===== src/rtl/bts_pkg.sv =====
// Shared constants, types and register indexes for the barycentric triangle shader.
`default_nettype none
package bts_pkg;

    localparam int COORD_INT_BITS   = 12;
    localparam int COORD_W          = 16;
    localparam int COORD_FRAC_BITS  = COORD_W - COORD_INT_BITS;
    localparam int WEIGHT_FRAC_BITS = 16;
    localparam int WEIGHT_W         = WEIGHT_FRAC_BITS + 1;

    localparam int DIFF_W  = COORD_W + 1;
    localparam int PROD_W  = 2 * DIFF_W;
    localparam int AREA_W  = PROD_W + 1;
    localparam int MAG_W   = AREA_W - 1;
    localparam int QUOT_W  = WEIGHT_W;

    localparam int CHAN_W  = 8;
    localparam int COLOR_W = 3 * CHAN_W;
    localparam int CPROD_W = CHAN_W + WEIGHT_W;
    localparam int CSUM_W  = CPROD_W + 2;
    localparam int CSHR_W  = CSUM_W - WEIGHT_FRAC_BITS;

    localparam int CFG_IDX_W  = 3;
    localparam int CFG_DATA_W = 32;

    localparam logic [WEIGHT_W-1:0] WEIGHT_ONE   = WEIGHT_W'(1) << WEIGHT_FRAC_BITS;
    localparam logic [WEIGHT_W-1:0] WEIGHT_THIRD = WEIGHT_ONE / 3;
    localparam logic [CSUM_W-1:0]   ROUND_HALF   = CSUM_W'(1) << (WEIGHT_FRAC_BITS - 1);
    localparam logic [CHAN_W-1:0]   CHAN_MAX     = {CHAN_W{1'b1}};

    localparam logic [CFG_IDX_W-1:0] REG_VERTEX_A = 3'd0;
    localparam logic [CFG_IDX_W-1:0] REG_VERTEX_B = 3'd1;
    localparam logic [CFG_IDX_W-1:0] REG_VERTEX_C = 3'd2;
    localparam logic [CFG_IDX_W-1:0] REG_COLOR_A  = 3'd3;
    localparam logic [CFG_IDX_W-1:0] REG_COLOR_B  = 3'd4;
    localparam logic [CFG_IDX_W-1:0] REG_COLOR_C  = 3'd5;

    typedef struct packed {
        logic in_tri;
        logic flat;
    } side_t;

endpackage
`default_nettype wire


===== src/rtl/bts_div.sv =====
// Pipelined restoring divider: two rounded quotients over a shared divisor, one bit per stage.
`default_nettype none
module bts_div (
    input  wire logic                         clk,
    input  wire logic                         rst_n,
    input  wire logic                         en,
    input  wire logic                         in_valid,
    input  wire bts_pkg::side_t               in_side,
    input  wire logic [bts_pkg::MAG_W-1:0]    num_b,
    input  wire logic [bts_pkg::MAG_W-1:0]    num_c,
    input  wire logic [bts_pkg::MAG_W-1:0]    den,
    output logic                              out_valid,
    output bts_pkg::side_t                    out_side,
    output logic [bts_pkg::QUOT_W-1:0]        quot_b,
    output logic [bts_pkg::QUOT_W-1:0]        quot_c
);

    localparam int MW    = bts_pkg::MAG_W;
    localparam int QW    = bts_pkg::QUOT_W;
    localparam int NUM_W = MW + QW;
    localparam int STEPS = QW;

    logic [NUM_W-1:0] dvd_b;
    logic [NUM_W-1:0] dvd_c;

    logic                 valid_reg [STEPS];
    bts_pkg::side_t       side_reg  [STEPS];
    logic [MW-1:0]        den_reg   [STEPS];
    logic [MW-1:0]        rb_reg    [STEPS];
    logic [MW-1:0]        rc_reg    [STEPS];
    logic [QW-1:0]        lob_reg   [STEPS];
    logic [QW-1:0]        loc_reg   [STEPS];

    // add half the divisor to round to nearest
    assign dvd_b = {1'b0, num_b, {bts_pkg::WEIGHT_FRAC_BITS{1'b0}}}
                 + NUM_W'(den >> 1);
    assign dvd_c = {1'b0, num_c, {bts_pkg::WEIGHT_FRAC_BITS{1'b0}}}
                 + NUM_W'(den >> 1);

    for (genvar s = 0; s < STEPS; s++) begin : g_step
        logic           v_in;
        bts_pkg::side_t side_in;
        logic [MW-1:0]  den_in;
        logic [MW-1:0]  rb_in;
        logic [MW-1:0]  rc_in;
        logic [QW-1:0]  lob_in;
        logic [QW-1:0]  loc_in;
        logic [MW:0]    tb;
        logic [MW:0]    tc;
        logic [MW:0]    db;
        logic [MW:0]    dc;
        logic           geb;
        logic           gec;

        if (s == 0) begin : g_first
            assign v_in    = in_valid;
            assign side_in = in_side;
            assign den_in  = den;
            assign rb_in   = dvd_b[NUM_W-1:QW];
            assign rc_in   = dvd_c[NUM_W-1:QW];
            assign lob_in  = dvd_b[QW-1:0];
            assign loc_in  = dvd_c[QW-1:0];
        end
        else begin : g_next
            assign v_in    = valid_reg[s-1];
            assign side_in = side_reg[s-1];
            assign den_in  = den_reg[s-1];
            assign rb_in   = rb_reg[s-1];
            assign rc_in   = rc_reg[s-1];
            assign lob_in  = lob_reg[s-1];
            assign loc_in  = loc_reg[s-1];
        end

        assign tb  = {rb_in, lob_in[QW-1]};
        assign tc  = {rc_in, loc_in[QW-1]};
        assign db  = tb - {1'b0, den_in};
        assign dc  = tc - {1'b0, den_in};
        assign geb = (tb >= {1'b0, den_in});
        assign gec = (tc >= {1'b0, den_in});

        always_ff @(posedge clk or negedge rst_n)
        begin
            if (!rst_n)
            begin
                valid_reg[s] <= 1'b0;
            end
            else if (en)
            begin
                valid_reg[s] <= v_in;
            end
        end

        always_ff @(posedge clk)
        begin
            if (en)
            begin
                side_reg[s] <= side_in;
                den_reg[s]  <= den_in;
                rb_reg[s]   <= geb ? db[MW-1:0] : tb[MW-1:0];
                rc_reg[s]   <= gec ? dc[MW-1:0] : tc[MW-1:0];
                lob_reg[s]  <= {lob_in[QW-2:0], geb};
                loc_reg[s]  <= {loc_in[QW-2:0], gec};
            end
        end
    end

    assign out_valid = valid_reg[STEPS-1];
    assign out_side  = side_reg[STEPS-1];
    assign quot_b    = lob_reg[STEPS-1];
    assign quot_c    = loc_reg[STEPS-1];

endmodule
`default_nettype wire


===== config.mk =====
export PLATFORM = sky130hd
export DESIGN_NAME = bts_div
export DESIGN_NICKNAME = d
export VERILOG_FILES = /design/src/rtl/bts_pkg.sv /design/src/rtl/bts_div.sv
export SDC_FILE = /design/constraint.sdc
export NUM_CORES = 2
export LEC_CHECK = 0
export BUFFER_PORTS_ARGS = -buffer_cell sky130_fd_sc_hd__buf_2
export CORE_MARGIN = 8
export CORE_UTILIZATION = 55
export CTS_CLUSTER_SIZE = 40
export DETAILED_ROUTE_END_ITERATION = 8
export PLACE_DENSITY = 0.71
export SYNTH_ARGS = -nofsm -noshare
export SYNTH_HDL_FRONTEND = slang
export SYNTH_SLANG_ARGS = --single-unit

===== constraint.sdc =====
create_clock -name clk -period 5.6 [get_ports clk]
set_input_delay 0.28 -clock clk [delete_from_list [all_inputs] [get_ports clk]]
set_output_delay 0.28 -clock clk [all_outputs]
set_load 0.1 [all_outputs]

==> impl_metrics.xml <==
<?xml version="1.0" encoding="UTF-8"?>
<metrics>
  <group name="hold_path">
    <metric name="worstHoldStart" unit="">num_b[11]</metric>
    <metric name="worstHoldPathType" unit="">input port to register</metric>
    <metric name="whs_path_depth" unit="">5</metric>
    <metric name="worstHoldEndpoint" unit="">rb_reg[0][11]</metric>
  </group>
  <group name="floorplan">
    <metric name="ios" unit="">145</metric>
    <metric name="dieWidth" unit="um">502</metric>
    <metric name="starting_density" unit="%">55.3</metric>
    <metric name="dieArea" unit="mm^2">0.252</metric>
    <metric name="floorplan.rows" unit="">178</metric>
    <metric name="die_h" unit="um">502</metric>
    <metric name="core" unit="mm^2">0.235</metric>
  </group>
  <group name="place">
    <metric name="gp_congestion" unit="">1.07</metric>
    <metric name="place.port_buffers" unit="">144</metric>
    <metric name="place_hpwl" unit="mm">322</metric>
    <metric name="placedCellCount" unit="">15700</metric>
  </group>
  <group name="sta">
    <metric name="timing.clock.skew" unit="ps">72.6</metric>
    <metric name="max-slew-margin-rel" unit="%">16.0</metric>
    <metric name="worst_hold_slack" unit="ps">61.6</metric>
    <metric name="maximum_achievable_frequency" unit="GHz">0.186</metric>
    <metric name="max_slew.worst_pin.slew" unit="ps">1250</metric>
    <metric name="grt_setup_unrepaired" unit="">false</metric>
    <metric name="period_share" unit="%">95.8</metric>
    <metric name="post_route_minimum_period" unit="ps">5370</metric>
    <metric name="drv_slew" unit="">0</metric>
    <metric name="final_setup_violation_count" unit="">0</metric>
    <metric name="finalHoldViolCount" unit="">0</metric>
  </group>
  <group name="synth">
    <metric name="yosys_most_used_dff" unit="">edfxtp_1</metric>
    <metric name="async_reset_ff_share" unit="%">0.855</metric>
    <metric name="post_syn_instances" unit="">12400</metric>
    <metric name="netlist-cell-type-count" unit="">106</metric>
    <metric name="ys_ff_latch" unit="">1989</metric>
    <metric name="syn-num-nets" unit="">13700</metric>
    <metric name="netlist_area_before_placement" unit="mm^2">0.130</metric>
    <metric name="seq_area_frac_synth" unit="%">45.9</metric>
    <metric name="synthesis.yosys.warnings" unit="">0</metric>
    <metric name="avgSynthCellArea" unit="um^2">10.5</metric>
    <metric name="synth_enable_flop_cells" unit="">1972</metric>
  </group>
  <group name="cts">
    <metric name="postCtsSetupBuffers" unit="">0</metric>
    <metric name="worst_setup_hold_path_clk_slew" unit="ps">60</metric>
    <metric name="cts-htree-levels" unit="">4</metric>
    <metric name="cts_sinks" unit="">1989</metric>
    <metric name="clkLatencyLatePin" unit="ps">920</metric>
    <metric name="cts_buffer_depth" unit="">3</metric>
    <metric name="numCtsBuffers" unit="">217</metric>
    <metric name="clock-root-buffer" unit="">clkbuf_16</metric>
    <metric name="clock_tree_from_tritoncts" unit="">done</metric>
  </group>
  <group name="worst_setup_path">
    <metric name="worstSetupStartpointType" unit="">input port</metric>
    <metric name="timing.critical_path.from" unit="">den[18]</metric>
    <metric name="cp_data_required_time" unit="ps">6220</metric>
    <metric name="critical_path.reg2reg.endpoint" unit="">rc_reg[0][404]</metric>
    <metric name="critical_path_class" unit="">input port to register</metric>
    <metric name="r2r_start" unit="">den_reg[0][346]</metric>
    <metric name="rr_worst_depth" unit="">14</metric>
    <metric name="worstSetupEndpointType" unit="">register</metric>
    <metric name="cp.arrival" unit="ps">5990</metric>
    <metric name="critical_path.max_fanout" unit="">5</metric>
    <metric name="regToRegSetupSlack" unit="ps">510</metric>
  </group>
  <group name="route">
    <metric name="detailedRoute.firstPassIterationCount" unit="">7</metric>
    <metric name="drt_drc_violations_left" unit="">0</metric>
    <metric name="drt-wirelength-per-cell" unit="um">24.6</metric>
    <metric name="dr_total_vias" unit="">98000</metric>
    <metric name="detail_route.vias_per_cell" unit="">6.05</metric>
    <metric name="ant_nets" unit="">0</metric>
    <metric name="detail_route.iter0.violations" unit="">6409</metric>
    <metric name="wirelength_routed" unit="mm">398</metric>
  </group>
  <group name="power">
    <metric name="combinationalPowerShare" unit="%">53.5</metric>
    <metric name="total_power" unit="mW">90.8</metric>
    <metric name="leakagePower" unit="nW">60.3</metric>
    <metric name="worst_supply_voltage_drop_on_vdd" unit="V">0.000580</metric>
    <metric name="switching_share" unit="%">41.8</metric>
    <metric name="netSwitchingPower" unit="mW">38.0</metric>
    <metric name="clkPwrFrac" unit="%">16.6</metric>
    <metric name="power.density_cell_area" unit="mW/mm^2">626</metric>
    <metric name="share_seq_of_total_power" unit="%">29.8</metric>
    <metric name="design_internal_power" unit="mW">52.8</metric>
  </group>
  <group name="cells_and_area">
    <metric name="stdcell_count" unit="">16200</metric>
    <metric name="area_growth" unit="%">11.5</metric>
    <metric name="num-nets-final" unit="">14200</metric>
    <metric name="final_core_util" unit="%">61.6</metric>
    <metric name="layout-drive-gt1-share" unit="%">10.2</metric>
  </group>
  <group name="grt">
    <metric name="global_route_wire_length_before_repair" unit="mm">592</metric>
    <metric name="grt_pass1_vias" unit="">102000</metric>
    <metric name="grt_max_degree" unit="">179</metric>
    <metric name="gr_overflow_total" unit="">0</metric>
    <metric name="groute.usage.overall" unit="%">30.7</metric>
    <metric name="antenna_found_initial" unit="">8</metric>
  </group>
  <group name="run_status">
    <metric name="outcome" unit="">complete, no violations</metric>
  </group>
  <group name="job">
    <metric name="maxcap_violations" unit="">0</metric>
  </group>
</metrics>
## worst max path at each step
stage | endpoint | slack, ps | depth (start not counted)
2_1_floorplan | rb_reg[0][13] | 540 | 22
3_3_place_gp | rc_reg[0][32] | -380 | 25
3_5_place_dp | rc_reg[0][32] | -400 | 25
4_1_cts | rc_reg[0][32] | 50 | 26
5_1_grt | rb_reg[0][30] | 5 | 27
6_report | rc_reg[0][32] | 230 | 27
## worst max-delay path: stages
cell           delay (ps)
dlygate4sd3_1         530
buf_2                 150
ha_1                  290
a21o_1                190
a21oi_1               220
o21bai_1              100
a21oi_1               190
buf_4                 150
o21ai_0               120
a221o_1               390
buf_4                 170
a21oi_1               140
buf_4                 180
xnor2_1               160
ha_1                  330
a21o_1                220
a21o_1                190
a21oi_1               180
o21ai_1               130
nor4_2                370
o31ai_1               160
buf_4                 170
buf_4                 150
a221o_1               310
a21oi_1               190
xnor2_1                80
mux2_2                260
## Yosys cell counts, drive strengths merged (24+ instances only)
cell type  instances  share of area (%)
nor2             629                1.8
nor2b            148               0.71
and3             112               0.54
fa                34               0.52
and2              46               0.22
o21a             151               0.87
a211o             41               0.28
inv              880                2.5
a21oi           1104                4.3
a21o             652                3.8
ha              1174                 11
nor3             133               0.51
xor2             396                2.7
o31ai             78               0.47
edfxtp          1972                 46
buf               97               0.41
nand2           1007                2.9
and4              27               0.18
a21boi            39               0.23
o21ai            970                3.7
a211oi            86               0.51
mux2             400                3.5
nor4              48               0.24
o21bai           162               0.94
nand4            153               0.74
a31o              29               0.20
o31a              32               0.22
nand3            214               0.82
nand2b           173               0.83
xnor2            567                3.8
o211ai            52               0.30
clkbuf           175               0.51
or3               46               0.22
a221oi            36               0.27
mux2i             28               0.22
or2               49               0.24
a41oi             24               0.18
a31oi            118               0.57
## per-layer routing
metal  track usage, %  wire [um]
met5                0         11
met4             30.9      49400
met3             3.44      12100
met2             59.0     210000
met1             26.7     127000
## cell type report
type / instances / area (um^2)
Clock inverter: 147 / 1900
Tap cell: 3150 / 3940
Antenna cell: 13 / 32.5
Timing Repair Buffer: 538 / 4340
Clock buffer: 255 / 5630
Multi-Input combinational cell: 9233 / 66200
Inverter: 880 / 3300
Fill cell: 18900 / 90200
Sequential cell: 1989 / 59600
## stage by stage
stage / setup TNS, ps / instance area [um^2] / setup WS [ps]
floorplan: 0 / 130000 / 539
finish: 0 / 145000 / 233
CTS: 0 / 145000 / 47.7
global route: 0 / 145000 / 5.46
global placement: -8290 / 137000 / -376
detailed placement: -8370 / 137000 / -401
## power groups by stage
stage / Sequential (mW) / Combinational (mW) / Clock [mW]
floorplan: 25.9 / 34.2 / 0
global placement: 27.2 / 46.6 / 0
detailed placement: 27.3 / 47.6 / 0
CTS: 27.0 / 48.0 / 15.3
global route: 27.5 / 52.8 / 15.9
finish: 27.1 / 48.6 / 15.1
## repair_timing
item	4_1_cts	5_1_grt
setup endpoints to repair	0	19
resized for setup	0	4
hold buffers	83	0
hold endpoints to repair	148	0
## cell families (layout without fill, tap and decap cells)
group | after synthesis | count (layout) | share of synthesized area, %
simple gates | 2862 | 2862 | 10.5
other cells | 0 | 13 | 0
mux | 428 | 428 | 3.68
fa+ha+maj | 1208 | 1208 | 11.8
compound gates | 3772 | 3772 | 18.2
buf+inv | 1152 | 1820 | 3.46
xor+xnor | 963 | 963 | 6.49
flops | 1989 | 1989 | 45.9
## cell usage in the layout, fill, tap and decap left out, types with 34 or more instances in the layout
master         count
edfxtp_1        1972
ha_1            1174
a21oi_1         1097
nand2_1         1007
o21ai_0          938
inv_1            875
a21o_1           652
nor2_1           629
xnor2_1          567
xor2_1           396
mux2_2           378
buf_4            275
clkbuf_16        218
nand3_1          214
nand2b_1         173
o21bai_1         161
nand4_1          153
o21a_1           150
nor2b_1          148
buf_2            143
nor3_1           131
a31oi_1          117
and3_1           112
a211oi_1          85
dlygate4sd3_1     83
o31ai_1           73
o211ai_1          51
or2_2             48
and2_1            46
or3_1             46
nor4_1            41
a211o_1           40
buf_12            36
a21boi_0          35
bufinv_16         35
clkinv_1          35
fa_1              34
Power figures use the tool's default switching activity.
